===== config.mk =====
export PLATFORM = sky130hd
export DESIGN_NAME = masked_byte_pattern_scanner
export DESIGN_NICKNAME = d
export VERILOG_FILES = /design/src/design/mbps_pkg.sv /design/src/design/mbps_cell.sv /design/src/design/mbps_obuf.sv /design/src/design/masked_byte_pattern_scanner.sv
export SDC_FILE = /design/constraint.sdc
export NUM_CORES = 2
export LEC_CHECK = 0
export ABC_AREA = 0
export BUFFER_PORTS_ARGS = -buffer_cell sky130_fd_sc_hd__buf_2
export CORE_MARGIN = 3
export CORE_UTILIZATION = 25
export CTS_BUF_LIST = sky130_fd_sc_hd__clkbuf_8
export DETAILED_ROUTE_END_ITERATION = 8
export HOLD_SLACK_MARGIN = 0.15
export PLACE_DENSITY_LB_ADDON = 0.12
export SETUP_SLACK_MARGIN = 0.1
export SYNTH_ARGS = -nofsm -noshare
export SYNTH_HDL_FRONTEND = slang
export SYNTH_SLANG_ARGS = --single-unit
export TNS_END_PERCENT = 5

===== constraint.sdc =====
create_clock -name clk_i -period 12.8 [get_ports clk_i]
set_input_delay 1.28 -clock clk_i [delete_from_list [all_inputs] [get_ports clk_i]]
set_output_delay 1.28 -clock clk_i [all_outputs]
set_load 0.01 [all_outputs]

===== src/design/mbps_pkg.sv =====
// ---------------------------------------------------------------------------
// mbps_pkg: shared types and constants of the masked byte pattern scanner
// Register codes, compare bundle for the cell row and the result beat type.
// ---------------------------------------------------------------------------
package mbps_pkg;

  // fixed field widths
  localparam int unsigned PAT_BYTES = 32;  // configurable pattern bytes
  localparam int unsigned LEN_W     = 6;   // pattern_length register
  localparam int unsigned ADDR_W    = 48;  // region_base / match_address
  localparam int unsigned SEEN_W    = 32;  // byte counter
  localparam int unsigned CFG_IDX_W = 3;
  localparam int unsigned CFG_DAT_W = 64;

  // configuration register indexes
  typedef enum logic [CFG_IDX_W-1:0] {
    REG_PAT_LOW    = 3'd0,
    REG_PAT_SECOND = 3'd1,
    REG_PAT_THIRD  = 3'd2,
    REG_PAT_HIGH   = 3'd3,
    REG_CARE       = 3'd4,
    REG_LEN        = 3'd5,
    REG_BASE       = 3'd6
  } cfg_reg_e;

  // pattern view shared by every cell of the row
  typedef struct packed {
    logic [PAT_BYTES-1:0][7:0] pat;
    logic [PAT_BYTES-1:0]      care;
    logic [LEN_W-1:0]          len;   // already clamped to 1..cap
  } cmp_cfg_t;

  // one result beat
  typedef struct packed {
    logic              found;
    logic [ADDR_W-1:0] addr;
  } res_t;

  // output buffer occupancy
  typedef struct packed {
    logic head_vld;
    logic skid_vld;
  } buf_status_t;

endpackage


===== src/design/mbps_cell.sv =====
// ---------------------------------------------------------------------------
// mbps_cell: one window byte of the scanner
// Holds one byte of the sliding window, passes it on to the next cell on
// every shift and checks the incoming byte against its pattern position.
// ---------------------------------------------------------------------------
module mbps_cell #(
  parameter int unsigned IDX = 0
) (
  input  logic               clk_i,
  input  logic               shift_en_i,
  input  logic [7:0]         byte_i,    // byte this cell takes on the shift
  input  mbps_pkg::cmp_cfg_t cmp_i,
  output logic [7:0]         byte_o,    // held byte, feeds the next cell
  output logic               hit_o      // incoming byte agrees or is don't-care
);
  import mbps_pkg::*;

  logic [7:0] byte_q;

  // window byte, no reset needed: the byte count guards stale contents
  always_ff @(posedge clk_i) begin
    if (shift_en_i) begin
      byte_q <= byte_i;
    end
  end

  assign byte_o = byte_q;

  // compare against pattern byte len-1-IDX (window is newest first)
  generate
    if (IDX < PAT_BYTES) begin : g_cmp
      logic                         active;
      logic [LEN_W-1:0]             sel;
      logic [$clog2(PAT_BYTES)-1:0] pos;

      assign active = (LEN_W'(IDX) < cmp_i.len);
      assign sel    = cmp_i.len - LEN_W'(IDX + 1);
      assign pos    = sel[$clog2(PAT_BYTES)-1:0];
      assign hit_o  = !active || !cmp_i.care[pos] || (cmp_i.pat[pos] == byte_i);
    end else begin : g_idle
      // beyond the longest pattern: never part of a compare
      assign hit_o = 1'b1;
    end
  endgenerate

endmodule


===== src/design/mbps_obuf.sv =====
// ---------------------------------------------------------------------------
// mbps_obuf: two-entry result buffer
// Output register plus skid entry so the scan side keeps taking bytes while
// a result beat waits on the master side.
// ---------------------------------------------------------------------------
module mbps_obuf (
  input  logic                  clk_i,
  input  logic                  rst_ni,
  input  logic                  push_i,
  input  mbps_pkg::res_t        res_i,
  output logic                  valid_o,
  input  logic                  ready_i,
  output mbps_pkg::res_t        res_o,
  output mbps_pkg::buf_status_t status_o
);
  import mbps_pkg::*;

  logic head_vld_q, head_vld_d;
  logic skid_vld_q, skid_vld_d;
  res_t head_q, head_d;
  res_t skid_q, skid_d;
  logic pop;

  assign pop = head_vld_q && ready_i;

  // occupancy and data movement
  always_comb begin
    head_vld_d = head_vld_q;
    skid_vld_d = skid_vld_q;
    head_d     = head_q;
    skid_d     = skid_q;
    if (pop) begin
      if (skid_vld_q) begin
        head_d     = skid_q;
        skid_d     = res_i;
        skid_vld_d = push_i;
      end else begin
        head_d     = res_i;
        head_vld_d = push_i;
      end
    end else if (push_i) begin
      if (!head_vld_q) begin
        head_d     = res_i;
        head_vld_d = 1'b1;
      end else begin
        skid_d     = res_i;
        skid_vld_d = 1'b1;
      end
    end
  end

  always_ff @(posedge clk_i or negedge rst_ni) begin
    if (!rst_ni) begin
      head_vld_q <= 1'b0;
      skid_vld_q <= 1'b0;
    end else begin
      head_vld_q <= head_vld_d;
      skid_vld_q <= skid_vld_d;
    end
  end

  always_ff @(posedge clk_i) begin
    head_q <= head_d;
    skid_q <= skid_d;
  end

  assign valid_o           = head_vld_q;
  assign res_o             = head_q;
  assign status_o.head_vld = head_vld_q;
  assign status_o.skid_vld = skid_vld_q;

endmodule


===== src/design/masked_byte_pattern_scanner.sv =====
// ---------------------------------------------------------------------------
// masked_byte_pattern_scanner: wildcard byte pattern search
// Streams a region one byte per beat through a row of window cells and
// reports the address of the first masked match, or not-found at the end.
// ---------------------------------------------------------------------------
//
//  channel   dir  payload                          accepted when
//  s_axis    in   tdata: data_byte, tlast: last    s_axis_tvalid & s_axis_tready
//  m_axis    out  tdata: match_address, tuser: found  m_axis_tvalid & m_axis_tready
//  cfg       in   cfg_index_i, cfg_data_i          cfg_valid_i & cfg_ready_o
//
//  One byte per cycle while s_axis_tready is high; each beat is compared in the
//  cycle it is taken by the cell row; its result beat is registered in the buffer.
//  Reset clears the byte count, the match flag and the result buffer; the
//  configuration comes up as pattern zero, all care bits set, length one.
//  s_axis_tready drops only while both result buffer entries are full.
//  Configuration writes are always taken.
// ---------------------------------------------------------------------------
module masked_byte_pattern_scanner #(
  parameter int unsigned PATTERN_MAX  = 32,
  parameter int unsigned OFFSET_WIDTH = 32
) (
  input  logic                           clk_i,
  input  logic                           rst_ni,
  // byte stream
  input  logic                           s_axis_tvalid,
  output logic                           s_axis_tready,
  input  logic [7:0]                     s_axis_tdata,  // [7:0] data_byte
  input  logic                           s_axis_tlast,
  // result stream
  output logic                           m_axis_tvalid,
  input  logic                           m_axis_tready,
  output logic [mbps_pkg::ADDR_W-1:0]    m_axis_tdata,  // [47:0] match_address
  output logic                           m_axis_tuser,  // [0] found
  // configuration writes
  input  logic                           cfg_valid_i,
  output logic                           cfg_ready_o,
  input  logic [mbps_pkg::CFG_IDX_W-1:0] cfg_index_i,
  input  logic [mbps_pkg::CFG_DAT_W-1:0] cfg_data_i
);
  import mbps_pkg::*;

  localparam int unsigned LenCap = (PATTERN_MAX < PAT_BYTES) ? PATTERN_MAX : PAT_BYTES;
  localparam logic [ADDR_W-1:0] OffMask =
    ADDR_W'((64'(1) << OFFSET_WIDTH) - 64'(1));

  // configuration registers
  logic [PAT_BYTES-1:0][7:0] pat_q;
  logic [PAT_BYTES-1:0]      care_q;
  logic [LEN_W-1:0]          len_q;
  logic [ADDR_W-1:0]         base_q;

  // scan state
  logic [SEEN_W-1:0] seen_q, seen_d;
  logic              matched_q, matched_d;

  logic              accept;
  logic              shift;
  logic [LEN_W-1:0]  eff_len;
  cmp_cfg_t          cmp;
  logic [7:0]        win_in  [PATTERN_MAX];
  logic [7:0]        win_out [PATTERN_MAX];
  logic [PATTERN_MAX-1:0] hits;
  logic [SEEN_W-1:0] seen_new;
  logic [SEEN_W-1:0] diff;
  logic [ADDR_W-1:0] addr;
  logic              match;
  logic              res_push;
  res_t              res_new;
  res_t              res_out;
  buf_status_t       buf_st;

  assign cfg_ready_o = 1'b1;

  // register writes; indexes off the list are dropped
  always_ff @(posedge clk_i or negedge rst_ni) begin
    if (!rst_ni) begin
      pat_q  <= '0;
      care_q <= '1;
      len_q  <= LEN_W'(1);
      base_q <= '0;
    end else if (cfg_valid_i) begin
      case (cfg_reg_e'(cfg_index_i))
        REG_PAT_LOW:    pat_q[7:0]   <= cfg_data_i;
        REG_PAT_SECOND: pat_q[15:8]  <= cfg_data_i;
        REG_PAT_THIRD:  pat_q[23:16] <= cfg_data_i;
        REG_PAT_HIGH:   pat_q[31:24] <= cfg_data_i;
        REG_CARE:       care_q       <= cfg_data_i[PAT_BYTES-1:0];
        REG_LEN:        len_q        <= cfg_data_i[LEN_W-1:0];
        REG_BASE:       base_q       <= cfg_data_i[ADDR_W-1:0];
        default: ;
      endcase
    end
  end

  // length in use: zero reads as one, long values saturate
  always_comb begin
    if (len_q == '0) begin
      eff_len = LEN_W'(1);
    end else if (len_q > LEN_W'(LenCap)) begin
      eff_len = LEN_W'(LenCap);
    end else begin
      eff_len = len_q;
    end
  end

  assign cmp.pat  = pat_q;
  assign cmp.care = care_q;
  assign cmp.len  = eff_len;

  assign s_axis_tready = !buf_st.skid_vld;
  assign accept        = s_axis_tvalid && s_axis_tready;
  assign shift         = accept && !matched_q;

  // window cell row, newest byte in cell 0
  generate
    for (genvar i = 0; i < PATTERN_MAX; i++) begin : g_cell
      if (i == 0) begin : g_head
        assign win_in[i] = s_axis_tdata;
      end else begin : g_link
        assign win_in[i] = win_out[i-1];
      end
      mbps_cell #(.IDX(i)) u_cell (
        .clk_i      (clk_i),
        .shift_en_i (shift),
        .byte_i     (win_in[i]),
        .cmp_i      (cmp),
        .byte_o     (win_out[i]),
        .hit_o      (hits[i])
      );
    end
  endgenerate

  // count, match decision and start address
  assign seen_new = (seen_q == '1) ? seen_q : seen_q + SEEN_W'(1);
  assign match    = (seen_new >= SEEN_W'(eff_len)) && (&hits);
  assign diff     = seen_new - SEEN_W'(eff_len);
  assign addr     = base_q + (ADDR_W'(diff) & OffMask);

  assign res_push      = shift && (match || s_axis_tlast);
  assign res_new.found = match;
  assign res_new.addr  = match ? addr : '0;

  always_comb begin
    seen_d    = seen_q;
    matched_d = matched_q;
    if (accept && s_axis_tlast) begin
      seen_d    = '0;
      matched_d = 1'b0;
    end else if (shift) begin
      seen_d    = seen_new;
      matched_d = match;
    end
  end

  always_ff @(posedge clk_i or negedge rst_ni) begin
    if (!rst_ni) begin
      seen_q    <= '0;
      matched_q <= 1'b0;
    end else begin
      seen_q    <= seen_d;
      matched_q <= matched_d;
    end
  end

  // result buffer
  mbps_obuf u_obuf (
    .clk_i    (clk_i),
    .rst_ni   (rst_ni),
    .push_i   (res_push),
    .res_i    (res_new),
    .valid_o  (m_axis_tvalid),
    .ready_i  (m_axis_tready),
    .res_o    (res_out),
    .status_o (buf_st)
  );

  assign m_axis_tdata = res_out.addr;
  assign m_axis_tuser = res_out.found;

  // checks
  a_skid_needs_head: assert property (@(posedge clk_i) disable iff (!rst_ni)
    buf_st.skid_vld |-> buf_st.head_vld)
    else $error("skid entry held with empty head");

  a_one_result: assert property (@(posedge clk_i) disable iff (!rst_ni)
    matched_q |-> !res_push)
    else $error("second result in one region");

  a_miss_on_last: assert property (@(posedge clk_i) disable iff (!rst_ni)
    (res_push && !res_new.found) |-> s_axis_tlast)
    else $error("not-found beat before end of region");

  a_miss_addr_zero: assert property (@(posedge clk_i) disable iff (!rst_ni)
    (m_axis_tvalid && !m_axis_tuser) |-> (m_axis_tdata == '0))
    else $error("not-found beat with non-zero address");

endmodule


---- Word-level counts from Yosys, hierarchy flattened ----
Index checks and enable logic that the tools add are counted.
storage, ports and cells
  input port bits ......................... 81
  word-level logic and storage cells ...... 522
  register bits ........................... 723
cells by class
  muxes and demuxes ....................... 151
  reduce and logical (&&, ||, !) cells .... 154
  add/sub/neg operators ................... 35
  eq/ne operators ......................... 42
  $lt $le $gt $ge ......................... 66
operators with widths
  cell                                                 number
  binary-select mux 8 bit (select 5 bit)               32
  two-way mux 49 bit                                   8
  == test 8 bit                                        32
  two-way mux 8 bit                                    32
  < comparator 5 x 6 -> 1 bit (second input constant)  32
  binary-select mux 1 bit (select 5 bit)               32
  < comparator 5 x 6 -> 1 bit (first input constant)   16
  two-way mux 32 bit                                   3
  subtractor 5 bit (second input constant)             16
  zero test 1 bit                                      66
  logical OR 1 bit                                     65
  adder 48 x 32 -> 48 bit                              1
  < comparator 4 x 6 -> 1 bit (first input constant)   8
  two-way mux 48 bit                                   1
  two-way mux 1 bit                                    41
  subtractor 5 x 4 -> 5 bit (second input constant)    8
  adder 32 x 1 -> 32 bit (second input constant)       1
  == test 32 bit (second input constant)               1
  greater-or-equal comparator 32 x 6 -> 1 bit          1
  AND reduction 32 bit                                 1
  subtractor 32 x 6 -> 32 bit                          1
  < comparator 3 x 6 -> 1 bit (first input constant)   4
  AND reduction 2 bit                                  10
  subtractor 5 x 3 -> 5 bit (second input constant)    4
  other kinds (16)                                     32

---- Logic depth before layout (Yosys ltp) ----
  depth after elaboration ................. 15
  gate-level depth with buffers ........... 32
  mapped depth without buffers ............ 31

---- Modules after synthesis ----
Synthesis repeated with hierarchy kept, for this count alone.
second synthesis, totals
  cell total of the unflattened synthesis .. 10,337
  area, all modules ....................... 113,332.4 µm²
by module, submodules not included
  module                         times used  cells each  sequential area each (µm²)  area each (µm²)
  masked_byte_pattern_scanner    1           1,512       9,425.3                     18,306.3
  mbps_obuf                      1           165         2,992.9                     3,706.1
  mbps_cell (g_cell[8].u_cell)   1           464         240.2                       3,164.3
  mbps_cell (g_cell[30].u_cell)  1           412         240.2                       3,088.0
  mbps_cell (g_cell[14].u_cell)  1           413         240.2                       3,084.2
  mbps_cell (g_cell[24].u_cell)  1           421         240.2                       3,052.9
  mbps_cell (g_cell[6].u_cell)   1           259         240.2                       3,025.4
  mbps_cell (g_cell[20].u_cell)  1           463         240.2                       3,017.9
  mbps_cell (g_cell[21].u_cell)  1           259         240.2                       3,006.6
  mbps_cell (g_cell[4].u_cell)   1           359         240.2                       2,977.9
  mbps_cell (g_cell[16].u_cell)  1           362         240.2                       2,935.3
  mbps_cell (g_cell[0].u_cell)   1           370         240.2                       2,925.3
  mbps_cell (g_cell[18].u_cell)  1           280         240.2                       2,894.0
  mbps_cell (g_cell[9].u_cell)   1           204         240.2                       2,834.0
  20 more rows                   -           -           -                           -

---- Worst setup path before layout ----
No wires, ideal clock.
  kind .................................... input port to flip-flop
  start point ............................. in s_axis_tvalid
  end point ............................... reg u_obuf.skid_q[0] in the netlist's numbering (enable)
  path buffers ............................ 1
  stages on the path ...................... 5
  slack ................................... 1.228 ns
  arrival ................................. 11.110 ns
  required time ........................... 12.338 ns
  cell sequence ........................... nor2b_1 and2_1 clkbuf_1 nand2_1 o21ai_1
between the ends
  cells in the longest elaborated chain, start to end .. 5
RTL lines
  element                               line                                text
  start, declared                       masked_byte_pattern_scanner.sv:26   input logic s_axis_tvalid,
  logical AND 1 bit                     masked_byte_pattern_scanner.sv:112  assign accept = s_axis_tvalid && s_axis_tready;
  logical AND 1 bit                     masked_byte_pattern_scanner.sv:113  assign shift = accept && !matched_q;
  via g_cell[0].u_cell.shift_en_i       mbps_cell.sv:10                     input logic shift_en_i,
  logical AND 1 bit                     masked_byte_pattern_scanner.sv:140  assign res_push = shift && (match || s_axis_tlast);
  nonzero test 2 bit (no source line)   -
  AND reduction 3 bit (no source line)  -
  end signal, assigned                  mbps_obuf.sv:64                     skid_q <= skid_d;
  end, declared                         mbps_obuf.sv:21                     res_t skid_q, skid_d;
The timed path passes the listed nets, and every way through them passes these cells.
A chain may end at the register's enable or synchronous reset.

---- Worst setup path in the final report ----
  start point ............................. reg len_q[5]
  end point ............................... reg u_obuf.head_q, in the netlist u_obuf.res_o[40] (enable)
between the ends
  cells in the longest elaborated chain, start to end .. 15
RTL lines
  element                                                            line                                text
  start, declared                                                    masked_byte_pattern_scanner.sv:50   logic [LEN_W-1:0] len_q;
  start signal, assigned                                             masked_byte_pattern_scanner.sv:89   REG_LEN: len_q <= cfg_data_i[LEN_W-1:0];
  greater-than comparator 6 bit                                      masked_byte_pattern_scanner.sv:100  end else if (len_q > LEN_W'(LenCap)) begin
  two-way mux 6 bit                                                  masked_byte_pattern_scanner.sv:100
  two-way mux 6 bit *                                                masked_byte_pattern_scanner.sv:98   if (len_q == '0) begin
  branches (longest 7 deep; another with subtractor 5 x 1 -> 5 bit)  -
  logical AND 1 bit *                                                masked_byte_pattern_scanner.sv:136  assign match = (seen_new >= SEEN_W'(eff_len)) && (&hits);
  logical OR 1 bit *                                                 masked_byte_pattern_scanner.sv:140
  logical AND 1 bit *                                                masked_byte_pattern_scanner.sv:140
  nonzero test 2 bit (no source line) *                              -
  AND reduction 2 bit (no source line) *                             -
  end signal, assigned                                               mbps_obuf.sv:63                     head_q <= head_d;
  end, declared                                                      mbps_obuf.sv:20                     res_t head_q, head_d;
Mark *: on every way between the ends. The select of a mux whose other input is x is not followed.

==> summary.txt <==
Status
  • Status: finished, violations left
  • Violated checks: max-capacitance violations, max-slew violations

Timing
  • Fin Clk Skew: 54.6 ps
  • Crit path time final: around 10,000 ps
  • Total Neg Setup Slack: 0 ps
  • Tcrit/Tclk final: roughly 80%
  • Slew Limit Fails: 3
  • Worst setup margin: 2600 ps
  • Worst Tran Pin Value: 1590 ps
  • Relative slew slack: -6.80%
  • Fin. Hold Viols: 0
  • Max frequency: about 0.098 GHz
  • Setup Viol. Count Final: 0
  • RSZ-0062 raised after global routing: no

Clock network
  • CTS clk-pin slew, worst paths: 60 ps
  • Worst skew pair latency: 960 ps
  • CTS Buf Count: 147
  • CTS Hold Bufs: 0
  • Post-CTS setup buffer count: 0
  • Post-CTS Resized: 0
  • H-tree Lvls: 4
  • CTS max path bufs: 3
  • CTS tree: done
  • Root Buffer: clkbuf_8
  • CTS sink count: roughly 720

Setup path
  • CP startpoint: len_q[5]
  • Worst Setup Path Type: flip-flop to flip-flop
  • WP data arrival: 10,760 ps
  • Worst Setup Start Kind: flip-flop
  • Reg2reg path depth: 22
  • Req. time, crit path: around 13,000 ps
  • Capture point of the worst path: u_obuf.res_o[40]
  • R2R Setup Slk: between 2000 and 3000 ps
  • Reg-to-Reg Start: len_q[5]
  • Crit-path max FO: 52
  • FF-to-FF End: u_obuf.res_o[40]
  • Crit. End Element: flip-flop

Finish
  • Area Overhead vs Synth: 14.0%
  • Fillers: 24,200
  • Final core utilization: about 29%
  • Net count, final: ~6,000
  • Area of the multi-input gates: between 30,000 and 40,000 um^2
  • Register area: 19,900 um^2
  • Design area: about 66,000 um^2
  • Most frequent cells in the layout: mux2i_1 (675), nand2_1 (407), edfxtp_1 (346), dfrtp_1 (342), xnor2_1 (319)
  • Share of cells above drive strength 1: 20.0%
  • Commonest non-fill, non-tap cell in the layout: mux2i_1

Routing
  • DRC violations left: 0
  • Detailed Routing Iterations Pass 1: 7
  • Vias/cell: 5.88
  • Vias: 53,300
  • DRT iter0 DRCs: roughly 6,900
  • Number of routed nets with antenna violations: 0
  • Wire length per cell: 36.2 um
  • DRT Wirelength: 327 mm

Placed design
  • GP Congestion: 0.976
  • Buffers on Ports: between 100 and 150
  • Final HPWL DP: around 250 mm
  • Placement Setup Slack: 2800 ps
  • Placed Area: ~63,000 um^2

Global routing
  • Global route overflow: 0
  • GR peak layer: met2
  • Grt met1 use: 35.8%
  • Global-route wire length before repair: 441 mm
  • Initial antenna violation count: 32
  • Largest net degree at the start of global routing: 157
  • GRT Util Overall: 26.7%
  • Number of global-route vias before repair: 49,500
  • Grt met2 use: roughly two fifths
  • Global routing usage on met3: 5.71%

Synthesis
  • Cell Area, Synth: roughly 58,000 um^2
  • Synth area leaders: edfxtp_1 (18%), dfrtp_1 (15%), mux2i_1 (12%), mux2_2 (5.4%), xnor2_1 (4.9%)
  • Top cell type's share of synthesized area: 17.8%
  • Post-synth top area cell: edfxtp_1
  • Cells after Synth: slightly below 6,000
  • Post-synth EDFFs: about 350
  • Syn nets: 5,968
  • Yosys reg bits: 723
  • Register area share after synthesis: 34.1%
  • Asr flop ratio synth: approximately 52%
  • Yosys cell types: slightly below 100
  • Syn Area/Cell: 9.98 um^2
  • Synthesis Warnings: 0
  • Main flop type after synthesis: edfxtp_1

Floorplanning
  • Die width: 489 um
  • Core Region: 231,000 um^2
  • IO Count: 133
  • # rows: 176
  • Die area: 239,000 um^2
  • Initial core utilization: approximately a quarter
  • DIE HEIGHT: slightly below 500 um

Power and ir drop
  • Maximum VDD drop: roughly 110 uV
  • Power Dens Cells: 265 nW/um^2
  • Leakage power: 24.9 nW

Run
  • Max-Cap Viols: 2

Min path
  • Min-delay worst type: input port to async pin
[cell type report]
type / count / share of cell area, %
Tap cell: 3026 / 5.70
Multi-Input combinational cell: 4438 / 54.6
Clock buffer: 168 / 3.48
Clock inverter: 98 / 0.929
Antenna cell: 17 / 0.0641
Inverter: 176 / 1.01
Timing Repair Buffer: 405 / 4.29
Sequential cell: 723 / 29.9
[metrics by stage]
stage / std cells / hold WS (ps) / total power, W
floorplan: 5833 / 424 / 0.00995
global placement: 8766 / 441 / 0.0149
detailed placement: 8768 / 445 / 0.0148
CTS: 9034 / 276 / 0.0174
global route: 9040 / 334 / 0.0183
finish: 9051 / 366 / 0.0176
[sequential cells by signal, summed over array words and instances, names as in the netlist]
signal / count
len_q: 6
u_obuf.res_o: 49
u_obuf.skid_q: 49
u_obuf.skid_vld_q: 1
g_cell.u_cell.byte_o: 248
seen_q: 32
u_obuf.valid_o: 1
matched_q: 1
base_q: 48
care_q: 32
cmp: 256
[worst max-delay path, cell delays in order, from the launching register on]
cell and delay, ps:
dfrtp_4 770, buf_4 640, clkinv_2 290, nand2_2 140, buf_4 360, clkinv_2 330
ha_1 410, and3_1 270, a2111oi_4 790, buf_4 430, nor2_4 160, a22o_1 250
a221oi_1 300, xor2_1 190, a21oi_1 90, nor4_1 1220, a31oi_1 260, a211o_1 400
a2111oi_2 370, nand4_1 680, buf_4 490, a211oi_4 210, buf_4 580
[cells by family after synthesis]
kind of cell	count (synthesis)	share of synthesized area, %
AO/OA/AOI/OAI	1313	16.7
XOR/XNOR	581	8.74
adder cells (fa/ha/maj)	54	1.19
buffers and inverters	672	4.74
flip-flops	723	34.1
multiplexers	1081	21.9
other	1	0.00644
AND/OR/NAND/NOR	1408	12.6
[synthesized netlist by cell type (25+ instances only)]
master / n
mux2i_1: 675
nand2_1: 408
edfxtp_1: 346
dfrtp_1: 344
xnor2_1: 326
mux2_2: 281
clkbuf_1: 267
xor2_1: 255
nor2_1: 251
o21ai_0: 230
inv_1: 168
a21oi_1: 144
nand4_1: 140
nand3_1: 136
a22oi_1: 132
buf_2: 125
mux4_2: 122
a221oi_1: 111
nor4b_1: 97
o311ai_0: 88
buf_1: 87
a221o_1: 84
nor3_1: 79
o22ai_1: 78
o31ai_1: 58
o211ai_1: 54
ha_1: 52
and3_1: 50
nor4_1: 47
a2bb2oi_1: 39
dfstp_2: 33
o2111ai_1: 33
a31oi_1: 32
and4_1: 30
or3_1: 28
o221ai_1: 27
a211oi_1: 25
[metal layers]
| layer | share of wire, % | vias up |
|---|---|---|
| met1 | 43 | 27500 |
| met4 | 5.7 | 6 |
| met3 | 7.6 | 497 |
| met2 | 44 | 2599 |
| met5 | 0.012 | - |
| li1 | - | 22700 |
[worst min path at each step]
stage,start,end,cells past startpoint
CTS,rst_ni,cmp[222],1
detailed placement,g_cell[26].u_cell.byte_o[6],g_cell[27].u_cell.byte_o[6],0
floorplan,g_cell[9].u_cell.byte_o[2],g_cell[10].u_cell.byte_o[2],0
global route,rst_ni,cmp[82],1
global placement,g_cell[26].u_cell.byte_o[6],g_cell[27].u_cell.byte_o[6],0
finish,rst_ni,cmp[160],1
[power by group]
part	switching [W]	internal (W)	total, W
Combinational	0.00770	0.00404	0.0117
Sequential	0.000576	0.00282	0.00340
Clock	0.00117	0.00131	0.00248
No activity file was read; power rests on OpenSTA's default activity.
